## src/hdl/cslex_pkg.sv

```systemverilog
// ----------------------------------------------------------------------------
// cslex_pkg
// Token codes, character classes and keyword table for the C subset lexer
// ----------------------------------------------------------------------------
`default_nettype none

package cslex_pkg;

  localparam int NAME_CHARS_KEPT_DEF = 8;
  localparam int OUTQ_DEPTH          = 4;
  localparam int TDATA_W             = 104;
  localparam int NUM_KEYWORDS        = 7;

  // token kinds
  localparam logic [4:0] KIND_EOF       = 5'd0;
  localparam logic [4:0] KIND_FOR       = 5'd1;
  localparam logic [4:0] KIND_IDENT     = 5'd8;
  localparam logic [4:0] KIND_NUMBER    = 5'd9;
  localparam logic [4:0] KIND_PLUS      = 5'd10;
  localparam logic [4:0] KIND_PLUSPLUS  = 5'd11;
  localparam logic [4:0] KIND_MINUS     = 5'd12;
  localparam logic [4:0] KIND_STAR      = 5'd13;
  localparam logic [4:0] KIND_AMP       = 5'd14;
  localparam logic [4:0] KIND_ASSIGN    = 5'd15;
  localparam logic [4:0] KIND_EQEQ      = 5'd16;
  localparam logic [4:0] KIND_LT        = 5'd17;
  localparam logic [4:0] KIND_GT        = 5'd18;
  localparam logic [4:0] KIND_LPAREN    = 5'd19;
  localparam logic [4:0] KIND_RPAREN    = 5'd20;
  localparam logic [4:0] KIND_LBRACE    = 5'd21;
  localparam logic [4:0] KIND_RBRACE    = 5'd22;
  localparam logic [4:0] KIND_SEMI      = 5'd23;
  localparam logic [4:0] KIND_COMMA     = 5'd24;
  localparam logic [4:0] KIND_LBRACKET  = 5'd25;
  localparam logic [4:0] KIND_RBRACKET  = 5'd26;
  localparam logic [4:0] KIND_ERROR     = 5'd27;

  localparam logic [7:0] CH_ZERO  = "0";
  localparam logic [7:0] CH_NINE  = "9";
  localparam logic [7:0] CH_UNDER = "_";
  localparam logic [7:0] CH_PLUS  = "+";
  localparam logic [7:0] CH_EQ    = "=";

  // keyword text, first character in the lowest byte
  localparam logic [63:0] KW_TEXT [NUM_KEYWORDS] = '{
    64'h0000_0000_0072_6f66,  // for
    64'h0000_0065_6c69_6877,  // while
    64'h0000_0000_0000_6669,  // if
    64'h0000_0000_6573_6c65,  // else
    64'h0000_0000_0074_6e69,  // int
    64'h0000_0000_7469_7274,  // trit
    64'h0000_6e72_7574_6572   // return
  };
  localparam logic [3:0] KW_LEN [NUM_KEYWORDS] = '{
    4'd3, 4'd5, 4'd2, 4'd4, 4'd3, 4'd4, 4'd6
  };

  typedef struct packed {
    logic [4:0]  kind;
    logic [31:0] value;
    logic [63:0] chars;
    logic [3:0]  length;
    logic        last;
  } token_t;

  typedef struct packed {
    logic [1:0] count;
    token_t     tok1;
    token_t     tok0;
  } cslex_res_t;

  localparam token_t TOKEN_NONE = '0;

  function automatic logic is_alpha(input logic [7:0] c);
    return (c >= "a" && c <= "z") || (c >= "A" && c <= "Z") || c == CH_UNDER;
  endfunction

  function automatic logic is_digit(input logic [7:0] c);
    return c >= CH_ZERO && c <= CH_NINE;
  endfunction

  function automatic logic is_space(input logic [7:0] c);
    return c == 8'd32 || (c >= 8'd9 && c <= 8'd13);
  endfunction

  // single-character punctuation, anything else maps to error
  function automatic logic [4:0] single_kind(input logic [7:0] c);
    logic [4:0] k;
    case (c)
      "-":     k = KIND_MINUS;
      "*":     k = KIND_STAR;
      "&":     k = KIND_AMP;
      "<":     k = KIND_LT;
      ">":     k = KIND_GT;
      "(":     k = KIND_LPAREN;
      ")":     k = KIND_RPAREN;
      "{":     k = KIND_LBRACE;
      "}":     k = KIND_RBRACE;
      ";":     k = KIND_SEMI;
      ",":     k = KIND_COMMA;
      "[":     k = KIND_LBRACKET;
      "]":     k = KIND_RBRACKET;
      default: k = KIND_ERROR;
    endcase
    return k;
  endfunction

  // keyword kind on exact length match, eof code when none matches
  function automatic logic [4:0] keyword_kind(input logic [63:0] chars,
                                              input logic [3:0]  len);
    logic [4:0] k;
    k = KIND_EOF;
    for (int i = 0; i < NUM_KEYWORDS; i++) begin
      if (len == KW_LEN[i] && chars == KW_TEXT[i]) k = KIND_FOR + 5'(i);
    end
    return k;
  endfunction

endpackage

`default_nettype wire

```

## src/hdl/cslex_core.sv

```systemverilog
// ----------------------------------------------------------------------------
// cslex_core
// Lexer state and single-pass token decode for one character word
// ----------------------------------------------------------------------------
`default_nettype none

module cslex_core #(
  parameter int NAME_CHARS_KEPT = cslex_pkg::NAME_CHARS_KEPT_DEF
) (
  input  wire logic                 clk,
  input  wire logic                 rst,
  input  wire logic                 in_fire,
  input  wire logic [7:0]           in_char,
  input  wire logic                 in_end,
  output cslex_pkg::cslex_res_t     res
);
  import cslex_pkg::*;

  typedef enum logic [2:0] {
    MODE_IDLE   = 3'd0,
    MODE_IDENT  = 3'd1,
    MODE_NUMBER = 3'd2,
    MODE_PLUS   = 3'd3,
    MODE_EQ     = 3'd4,
    MODE_ERROR  = 3'd5
  } mode_t;

  mode_t       mode, mode_next;
  logic [7:0]  nbuf [NAME_CHARS_KEPT];
  logic [7:0]  nbuf_next [NAME_CHARS_KEPT];
  logic [3:0]  nlen, nlen_next;
  logic [31:0] acc, acc_next;
  logic [63:0] nchars;
  logic [4:0]  kw;
  logic [4:0]  sk;
  logic        flush_vld;
  token_t      flush_tok;
  token_t      tok0, tok1;
  token_t      start_tok;
  logic [1:0]  cnt;

  // pack kept name characters into the 64-bit field
  always_comb begin
    nchars = '0;
    for (int i = 0; i < NAME_CHARS_KEPT; i++) nchars[8*i +: 8] = nbuf[i];
  end

  assign kw = keyword_kind(nchars, nlen);
  assign sk = single_kind(in_char);

  // token held in the current mode, emitted when the mode ends
  always_comb begin
    flush_vld = 1'b0;
    flush_tok = TOKEN_NONE;
    case (mode)
      MODE_IDENT: begin
        flush_vld = 1'b1;
        if (kw != KIND_EOF) begin
          flush_tok.kind = kw;
        end else begin
          flush_tok.kind   = KIND_IDENT;
          flush_tok.chars  = nchars;
          flush_tok.length = (nlen > 4'(NAME_CHARS_KEPT)) ? 4'(NAME_CHARS_KEPT) : nlen;
        end
      end
      MODE_NUMBER: begin
        flush_vld       = 1'b1;
        flush_tok.kind  = KIND_NUMBER;
        flush_tok.value = acc;
      end
      MODE_PLUS: begin
        flush_vld      = 1'b1;
        flush_tok.kind = KIND_PLUS;
      end
      MODE_EQ: begin
        flush_vld      = 1'b1;
        flush_tok.kind = KIND_ASSIGN;
      end
      default: begin
        flush_vld = 1'b0;
      end
    endcase
  end

  // token from a character that opens nothing longer
  always_comb begin
    start_tok       = TOKEN_NONE;
    start_tok.kind  = sk;
    start_tok.value = (sk == KIND_ERROR) ? {24'd0, in_char} : 32'd0;
  end

  // next state and up to two tokens
  always_comb begin
    mode_next = mode;
    nbuf_next = nbuf;
    nlen_next = nlen;
    acc_next  = acc;
    tok0      = TOKEN_NONE;
    tok1      = TOKEN_NONE;
    cnt       = 2'd0;
    if (in_end) begin
      mode_next = MODE_IDLE;
      for (int i = 0; i < NAME_CHARS_KEPT; i++) nbuf_next[i] = 8'd0;
      nlen_next = 4'd0;
      acc_next  = 32'd0;
      if (mode != MODE_ERROR && flush_vld) begin
        tok0      = flush_tok;
        tok1      = TOKEN_NONE;
        tok1.kind = KIND_EOF;
        cnt       = 2'd2;
      end else begin
        tok0.kind = KIND_EOF;
        cnt       = 2'd1;
      end
    end else if (mode == MODE_ERROR) begin
      cnt = 2'd0;
    end else if (mode == MODE_IDENT && (is_alpha(in_char) || is_digit(in_char))) begin
      for (int i = 0; i < NAME_CHARS_KEPT; i++) begin
        if (nlen == 4'(i)) nbuf_next[i] = in_char;
      end
      if (nlen < 4'd9) nlen_next = nlen + 4'd1;
    end else if (mode == MODE_NUMBER && is_digit(in_char)) begin
      acc_next = (acc << 3) + (acc << 1) + {24'd0, in_char - CH_ZERO};
    end else if (mode == MODE_PLUS && in_char == CH_PLUS) begin
      mode_next = MODE_IDLE;
      tok0.kind = KIND_PLUSPLUS;
      cnt       = 2'd1;
    end else if (mode == MODE_EQ && in_char == CH_EQ) begin
      mode_next = MODE_IDLE;
      tok0.kind = KIND_EQEQ;
      cnt       = 2'd1;
    end else begin
      // close the pending token, then open on this character
      mode_next = MODE_IDLE;
      for (int i = 0; i < NAME_CHARS_KEPT; i++) nbuf_next[i] = 8'd0;
      nlen_next = 4'd0;
      acc_next  = 32'd0;
      if (flush_vld) begin
        tok0 = flush_tok;
        cnt  = 2'd1;
      end
      if (is_space(in_char)) begin
        mode_next = MODE_IDLE;
      end else if (is_alpha(in_char)) begin
        mode_next    = MODE_IDENT;
        nbuf_next[0] = in_char;
        nlen_next    = 4'd1;
      end else if (is_digit(in_char)) begin
        mode_next = MODE_NUMBER;
        acc_next  = {24'd0, in_char - CH_ZERO};
      end else if (in_char == CH_PLUS) begin
        mode_next = MODE_PLUS;
      end else if (in_char == CH_EQ) begin
        mode_next = MODE_EQ;
      end else begin
        if (sk == KIND_ERROR) mode_next = MODE_ERROR;
        if (cnt == 2'd0) tok0 = start_tok;
        else             tok1 = start_tok;
        cnt = cnt + 2'd1;
      end
    end
    if (cnt == 2'd1) tok0.last = 1'b1;
    if (cnt == 2'd2) tok1.last = 1'b1;
  end

  // results only count on an accepted word
  always_comb begin
    res.tok0  = tok0;
    res.tok1  = tok1;
    res.count = in_fire ? cnt : 2'd0;
  end

  // lexer state
  always_ff @(posedge clk) begin
    if (rst) begin
      mode <= MODE_IDLE;
      for (int i = 0; i < NAME_CHARS_KEPT; i++) nbuf[i] <= 8'd0;
      nlen <= 4'd0;
      acc  <= 32'd0;
    end else if (in_fire) begin
      mode <= mode_next;
      nbuf <= nbuf_next;
      nlen <= nlen_next;
      acc  <= acc_next;
    end
  end

endmodule

`default_nettype wire

```

## src/hdl/cslex_outq.sv

```systemverilog
// ----------------------------------------------------------------------------
// cslex_outq
// Small shifting result queue, takes up to two tokens a cycle, gives one while out_ready is high
// ----------------------------------------------------------------------------
`default_nettype none

module cslex_outq (
  input  wire logic                 clk,
  input  wire logic                 rst,
  input  cslex_pkg::cslex_res_t     push,
  output logic                      room,
  output cslex_pkg::token_t         out_tok,
  output logic                      out_valid,
  input  wire logic                 out_ready
);
  import cslex_pkg::*;

  localparam int IdxW = $clog2(OUTQ_DEPTH);
  localparam int CntW = $clog2(OUTQ_DEPTH + 1);

  token_t          q [OUTQ_DEPTH];
  token_t          q_next [OUTQ_DEPTH];
  logic [CntW-1:0] count, count_next;
  logic [CntW-1:0] base;
  logic            pop;

  assign out_valid = (count != '0);
  assign out_tok   = q[0];
  assign pop       = out_valid && out_ready;
  // space for the two tokens one word may cause
  assign room      = (count <= CntW'(OUTQ_DEPTH - 2));

  // shift out head, then append new tokens behind what stays
  always_comb begin
    q_next = q;
    if (pop) begin
      for (int i = 0; i < OUTQ_DEPTH - 1; i++) q_next[i] = q[i + 1];
    end
    base = count - CntW'(pop);
    if (push.count != 2'd0) q_next[base[IdxW-1:0]] = push.tok0;
    if (push.count == 2'd2) q_next[IdxW'(base + CntW'(1))] = push.tok1;
    count_next = base + CntW'(push.count);
  end

  // queue storage
  always_ff @(posedge clk) begin
    q <= q_next;
  end

  // fill count
  always_ff @(posedge clk) begin
    if (rst) begin
      count <= '0;
    end else begin
      count <= count_next;
    end
  end

endmodule

`default_nettype wire

```

## src/hdl/c_subset_lexer.sv

```systemverilog
// ----------------------------------------------------------------------------
// c_subset_lexer
// Streaming lexer for a small C subset, one source character per word
//
//   channel  dir  fields
//   s_axis   in   tdata[7:0] char_code, tlast end_of_source
//   m_axis   out  tuser token_kind, tdata value/chars/length, tlast last_of_run
//
// One character word is accepted per cycle while the result queue has room
// for two tokens. A token reaches m_axis through the input register, then
// the result queue. A word giving two tokens is offered as two output
// words; the four-entry queue absorbs this. Reset clears the lexer mode,
// name and number state and empties the queue. Stalls on m_axis hold the
// queue and back up into s_axis tready.
// ----------------------------------------------------------------------------
`default_nettype none

module c_subset_lexer #(
  parameter int NAME_CHARS_KEPT = cslex_pkg::NAME_CHARS_KEPT_DEF
) (
  input  wire logic                           clk,
  input  wire logic                           rst,
  input  wire logic                           s_axis_tvalid,
  output logic                                s_axis_tready,
  input  wire logic [7:0]                     s_axis_tdata,  // [7:0] char_code
  input  wire logic                           s_axis_tlast,  // end_of_source
  output logic                                m_axis_tvalid,
  input  wire logic                           m_axis_tready,
  // [31:0] token_value, [95:32] name_chars, [99:96] name_length, rest zero
  output logic [cslex_pkg::TDATA_W-1:0]       m_axis_tdata,
  output logic [4:0]                          m_axis_tuser,  // [4:0] token_kind
  output logic                                m_axis_tlast   // last_of_run
);
  import cslex_pkg::*;

  logic       in_vld;
  logic [7:0] in_char;
  logic       in_end;
  logic       room;
  logic       fire;
  cslex_res_t res;
  token_t     out_tok;

  assign fire          = in_vld && room;
  assign s_axis_tready = !in_vld || room;

  // input word register
  always_ff @(posedge clk) begin
    if (rst) begin
      in_vld <= 1'b0;
    end else if (s_axis_tvalid && s_axis_tready) begin
      in_vld <= 1'b1;
    end else if (fire) begin
      in_vld <= 1'b0;
    end
  end

  always_ff @(posedge clk) begin
    if (s_axis_tvalid && s_axis_tready) begin
      in_char <= s_axis_tdata;
      in_end  <= s_axis_tlast;
    end
  end

  // token decode and lexer state
  cslex_core #(
    .NAME_CHARS_KEPT (NAME_CHARS_KEPT)
  ) u_core (
    .clk     (clk),
    .rst     (rst),
    .in_fire (fire),
    .in_char (in_char),
    .in_end  (in_end),
    .res     (res)
  );

  // result queue
  cslex_outq u_outq (
    .clk       (clk),
    .rst       (rst),
    .push      (res),
    .room      (room),
    .out_tok   (out_tok),
    .out_valid (m_axis_tvalid),
    .out_ready (m_axis_tready)
  );

  // output word packing
  assign m_axis_tdata = {4'd0, out_tok.length, out_tok.chars, out_tok.value};
  assign m_axis_tuser = out_tok.kind;
  assign m_axis_tlast = out_tok.last;

endmodule

`default_nettype wire

```

## config.mk

```make
export PLATFORM = sky130hd
export DESIGN_NAME = c_subset_lexer
export DESIGN_NICKNAME = d
export VERILOG_FILES = /design/src/hdl/cslex_pkg.sv /design/src/hdl/cslex_core.sv /design/src/hdl/cslex_outq.sv /design/src/hdl/c_subset_lexer.sv
export SDC_FILE = /design/constraint.sdc
export NUM_CORES = 1
export LEC_CHECK = 0
export ABC_AREA = 1
export BUFFER_PORTS_ARGS = -buffer_cell sky130_fd_sc_hd__buf_4
export CAP_MARGIN = 20
export CELL_PAD_IN_SITES_DETAIL_PLACEMENT = 1
export CELL_PAD_IN_SITES_GLOBAL_PLACEMENT = 2
export CORE_UTILIZATION = 35
export DETAILED_ROUTE_END_ITERATION = 16
export GPL_ROUTABILITY_DRIVEN = 0
export GPL_TIMING_DRIVEN = 0
export HOLD_SLACK_MARGIN = 0.06
export PLACE_DENSITY_LB_ADDON = 0.05
export SYNTH_ARGS = -nofsm -noshare
export SYNTH_HDL_FRONTEND = slang
export SYNTH_SLANG_ARGS = --single-unit
```

## constraint.sdc

```tcl
create_clock -name clk -period 4.6 [get_ports clk]
set_input_delay 0.23 -clock clk [delete_from_list [all_inputs] [get_ports clk]]
set_output_delay 0.23 -clock clk [all_outputs]
set_load 0.01 [all_outputs]
```

# [Word-level counts from Yosys, hierarchy flattened]
# Index checks and enable logic that the tools add are counted.
[classes] addsub=8 mul=0 div=0 order_cmp=15 eq_ne=58 n_shift=0 mux=124 bitwise=2 reduce_logical=45
[op_table] cell="106-bit two-way mux" n=25
[op_table] cell="424-bit bitwise mux" n=2
[op_table] cell="424-bit two-way mux" n=2
[op_table] cell="106-bit demux with 2-bit select" n=2
[op_table] cell="64-bit two-way mux" n=6
[op_table] cell="318-bit two-way mux" n=1
[op_table] cell="101-bit two-way mux" n=3
[op_table] cell="32-bit two-way mux" n=9
[op_table] cell="68-bit two-way mux" n=2
[op_table] cell="64-bit by 23-bit == test with 1-bit output (second input constant)" n=2
[op_table] cell="64-bit by 31-bit == test with 1-bit output (second input constant)" n=2
[op_table] cell="8-bit by 6-bit == test with 1-bit output (second input constant)" n=12
[op_table] cell="8-bit two-way mux" n=12
[op_table] cell="5-bit one-hot mux with 13 select lines" n=1
[op_table] cell="64-bit by 15-bit == test with 1-bit output (second input constant)" n=1
[op_table] cell="64-bit by 39-bit == test with 1-bit output (second input constant)" n=1
[op_table] cell="64-bit by 47-bit == test with 1-bit output (second input constant)" n=1
[op_table] cell="6-bit AND reduction" n=9
[op_table] cell="3-bit two-way mux" n=16
[op_table] cell="2-bit two-way mux" n=21
[op_table] cell="8-bit by 7-bit == test with 1-bit output (second input constant)" n=5
[op_table] cell="4-bit two-way mux" n=10
[op_table] cell="32-bit adder" n=1
[op_table] cell="32-bit by 8-bit adder with 32-bit output" n=1
[op_table] cell="43 further kinds" n=105
[totals] register_bits=540 latchBits=0 ram_bits=0 mem_bits_ro=0 inputBits=13 output_inout_bits=112 word_cells=287 mem_count=0

# [Depth between registers and ports, before layout]
[depth] ltp_word=30 depth_mapped=23

# [Modules after synthesis]
# A second synthesis with hierarchy kept.
[unflattened] cells_unflattened=5585 hier_area_um2=34026.4
[modules_own_cells] module="cslex_outq" instances=1 cells_per_inst=3840 area_per_inst_um2=23403.7 seq_area_each_um2=8548.2
[modules_own_cells] module="cslex_core" instances=1 cells_per_inst=1723 area_per_inst_um2=10263.6 seq_area_each_um2=2062.0
[modules_own_cells] module="c_subset_lexer" instances=1 cells_per_inst=22 area_per_inst_um2=359.1 seq_area_each_um2=290.3

# [Worst setup path before layout]
# OpenSTA, ideal clock, no wires.
[synth_timing] kind="register -> register" startpoint="reg in_char[4]" endpoint="reg u_core.acc[23]" setup_time_ps=132 arrival_time_ps=3122 required_ps=4468 setup_slack_ps=1346 path_stages_with_launch=18 path_buffers=0 path_cell_list="edfxtp_1 ha_1 xor2_1 fa_1 inv_1 ha_1 a21oi_1 o21ai_0 a21oi_1 o21ai_0 nand2_1 nand2_1 nand2_1 nand2_1 a21oi_1 or2_2 nand3_1 a21oi_1"
[synth_between] elab_chain_cells=10 word_cells_on_any_way=37
[synth_lines] item="start, declared" line_no="c_subset_lexer.sv:37" rtl="logic [7:0] in_char;"
[synth_lines] item="start signal, assigned" line_no="c_subset_lexer.sv:60" rtl="in_char <= s_axis_tdata;"
[synth_lines] item="parallel branches: the longest is 10 deep, another holds 32-bit by 8-bit adder with 32-bit output"
[synth_lines] item="end signal, assigned" line_no="cslex_core.sv:184" rtl="acc <= acc_next;"
[synth_lines] item="end, declared" line_no="cslex_core.sv:32" rtl="logic [31:0] acc, acc_next;"
# Several ways; the timed one is not identified. The select of a mux whose other input is x is not followed.
# A chain may end at the register's enable or synchronous reset.

==> summary.md <==
| Metric | Value |
|---|---|
| Vias per inst | `between 4 and 5` |
| Placed cell area | `approximately 0.032 sq mm` |
| Cells along the critical path | `inv_1 -> ha_1 -> o21ai_0 -> a21oi_2 -> inv_2 -> nand2_1 -> nand4_2 -> nand2_4 -> nand2_1 -> nand2_1 -> nand2_1 -> buf_2 -> nor3_1 -> o21ai_0 -> a21oi_1` |
| Vias | `between 20000 and 30000` |
| Final wirelength | `roughly 110000 microns` |
| # rows | `roughly 110` |
| RSZ-0062 raised after global routing | `false` |
| Register area share after synthesis | `37.4%` |
| Routed length on met3 | `4180 microns` |
| H-tree levels | `3` |
| Library cells used by synthesis | `57` |
| Final Setup Violations | `0` |
| Syn_area_per_cell | `approximately 6.5 sq um` |
| Initial DRC Count | `~1600` |
| TritonCTS clock tree | `done` |
| Synthesis Warnings | `0` |
| Main flop type after synthesis | `dfxtp_1` |
| First drt pass iteration count | `5` |
| Leak Pwr | `16.4 nW` |
| Inserted Clock Buffers | `between 60 and 70` |
| CP max FO | `10` |
| Grt total ovfl | `0` |
| Fin util | `41.1%` |
| Share of post-route cells with drive strength above 1 | `between 10 and 15%` |
| Max Buffers Root-to-Sink | `3` |
| Worst Path Buf+Inv | `3` |
| Vias in the first global route | `29200` |
| Final nets | `between 4000 and 5000` |
| Max layer used | `met4` |
| Final Skew | `roughly 0.026 ns` |
| Total Power | `approximately 22 mW` |
| Fmax | `approximately 0.23 GHz` |
| Pwr dens | `around 670 mW/mm^2` |
| Startpoint type of the worst setup path | `register` |
| Worst EP required | `5.15 ns` |
| Hold WS | `about 0.32 ns` |
| Clk_lat worst skew | `around 0.62 ns` |
| CP Capture Type | `register` |
| CTS clk-pin slew, worst paths | `about 0.06 ns` |
| Pin count of the biggest net entering global routing | `13` |
| Synth Register Bits | `540` |
| Antenna violations before repair | `3` |
| Ports | `125` |
| Crit path time final | `approximately 4.3 ns` |
| Core area | `between 0.08 and 0.09 sq mm` |
| Hpwl dp | `84400 microns` |
| WS Path Type | `reg -> reg` |
| Root Driver | `clkbuf_16` |
| EDFF count, synth | `9` |
| Slowest stage cell on the critical path | `nor3_1` |
| Max-slew violation count | `0` |
| Final period utilization | `93.7%` |
| Die Area | `between 0.08 and 0.09 sq mm` |
| Crit-path max cell delay | `slightly above 0.7 ns` |
| GRT Overall Usage | `between 20% and 30%` |
| Die Ht | `approximately 290 microns` |
| Area Overhead vs Synth | `15.9%` |
| Initial Util | `between 30% and 40%` |
| Maximum vdd drop | `around 270 uV` |
| Aggregate negative setup slack | `0 ns` |
| Post-route ant nets | `0` |
| Slew @ Worst Pin | `1.17 ns` |
| Wl on met1 | `about 53000 microns` |
| Async S/R FF share, synth | `0%` |
| Crit path max-delay family | `simple AND/OR/NAND/NOR gates` |
| WL per Instance | `~19 microns` |
| Cells after Synth | `between 4000 and 5000` |
| Die width | `between 200 and 300 microns` |
| Cell Area, Synth | `0.0292 sq mm` |
| Design Area, Final | `approximately 0.034 sq mm` |
| Outcome | `complete, no violations` |
| CP arrival | `roughly 5 ns` |
| Clk sinks | `540` |
| First-pass GRT wire length | `171000 microns` |
| Final hold violation count | `0` |
| Fillers | `~11000` |
| Drc violations | `0` |
| Met2 WL | `between 50000 and 60000 microns` |
| Input/output buffers | `between 100 and 150` |
| Max cap viols | `0` |
| Worst relative slew slack | `21.5%` |
| Cell mode on critical path | `nand2_1` |
| Hold Path Class | `in -> reg` |
## state kept, by name, indices dropped and copies added (netlist names)
| signal | cells |
|---|---|
| in_end | 1 |
| u_outq.count | 3 |
| in_char | 8 |
| u_outq.out_tok | 106 |
| u_core.mode | 3 |
| in_vld | 1 |
| u_core.nlen | 4 |
| u_core.nbuf | 64 |
| u_outq.q | 318 |
| u_core.acc | 32 |
## final timing paths
check | startpoint | to | slack, ns | depth (start not counted)
hold reg to reg | u_core.nbuf[47]$_SDFFE_PP0P_ | u_core.nbuf[47]$_SDFFE_PP0P_ | 0.44 | 2
setup / recovery | in_char[4]$_DFFE_PP_ | u_outq.q[1]$_DFF_P_ | 0.29 | 15
hold / removal | s_axis_tdata[4] | in_char[4]$_DFFE_PP_ | 0.32 | 2
setup reg to reg | in_char[4]$_DFFE_PP_ | u_outq.q[1]$_DFF_P_ | 0.29 | 15
## cell usage after synthesis, drive strengths merged, types with 4 or more instances
library cell | number | area (sq um)
o21ai | 613 | 3070
nand2 | 1186 | 4530
nand4 | 29 | 188
o21bai | 5 | 37.5
clkbuf | 168 | 636
a21o | 12 | 90.1
mux2i | 11 | 110
a31oi | 13 | 81.3
ha | 67 | 838
fa | 7 | 140
dfxtp | 531 | 10600
edfxtp | 9 | 270
buf | 193 | 1400
nor4 | 5 | 31.3
a221oi | 5 | 43.8
xor2 | 11 | 96.3
xnor2 | 8 | 70.1
a21oi | 223 | 1120
nor2 | 853 | 3290
nand3 | 143 | 726
inv | 335 | 1270
nand3b | 4 | 30.0
nor3 | 37 | 190
o211ai | 6 | 50.1
a211oi | 15 | 118
## logic make-up (layout without fill, tap and decap cells)
family                     Yosys count  after routing  share of synthesized area [%]
and+or+nand+nor                   2264           2264                           31.0
AOI/OAI and AO/OA                  899            899                           16.0
buffers and inverters              698            947                           11.3
DFF                                540            540                           37.4
adders and majority gates           74             74                           3.36
xor gates and xnor gates            19             19                          0.571
muxes                               11             11                          0.378
other                                1              9                         0.0129
## layer usage
layer / up-vias / GRT usage, %
met5: - / 0
met4: 0 / 6.75
met3: 130 / 2.84
met2: 487 / 43.1
met1: 13800 / 35.4
li1: 14700 / -
## cell usage in the layout (no fill, tap or decap), types with 16 or more instances in the layout
cell type / instances
a21oi_1: 222
buf_2: 44
buf_4: 248
buf_6: 19
clkbuf_1: 176
clkbuf_16: 70
clkbuf_8: 16
dfxtp_1: 531
ha_1: 67
inv_1: 314
inv_2: 17
nand2_1: 1170
nand3_1: 141
nand4_1: 28
nor2_1: 842
nor3_1: 31
o21ai_0: 509
o21ai_1: 104
## where the power goes
part           internal, mW  switching [mW]  leakage [nW]
Sequential             6.79           0.972          4.53
Combinational          3.91            5.54          10.8
Clock                  3.09            2.18          1.05
## area by class of cell
class                           count  area, sq um  share of cell area (%)
Sequential cell                   540        10900                    32.3
Antenna cell                        5         12.5                  0.0370
Buffer                            361         2030                    6.02
Timing Repair Buffer              137         1090                    3.23
Multi-Input combinational cell   3271        15000                    44.4
Inverter                          337         1270                    3.77
Clock buffer                      100         2020                    5.99
Tap cell                         1070         1340                    3.96
Clock inverter                     12          128                   0.378
## metrics by stage
step / setup WS [ns] / cells
3_3_place_gp: 0.147 / 5698
2_1_floorplan: 1.35 / 4509
6_report: 0.290 / 5833
5_1_grt: 0.115 / 5828
3_5_place_dp: 0.132 / 5704
4_1_cts: 0.0620 / 5826
## worst reg2reg max path: stages, from the launching register on
cell	delay, ns
edfxtp_1	0.52
inv_1	0.37
ha_1	0.27
o21ai_0	0.14
a21oi_2	0.16
inv_2	0.04
nand2_1	0.10
nand4_2	0.14
nand2_4	0.20
nand2_1	0.23
nand2_1	0.29
nand2_1	0.33
buf_2	0.37
nor3_1	0.72
o21ai_0	0.20
a21oi_1	0.15
## repair_timing
action	CTS	global route
endpoints found under the hold margin	10	0
hold buffers	10	0
setup buffers	0	2
resized for setup	0	4
setup endpoints to repair	0	69
Note: power is estimated with default switching activity, not from simulation.
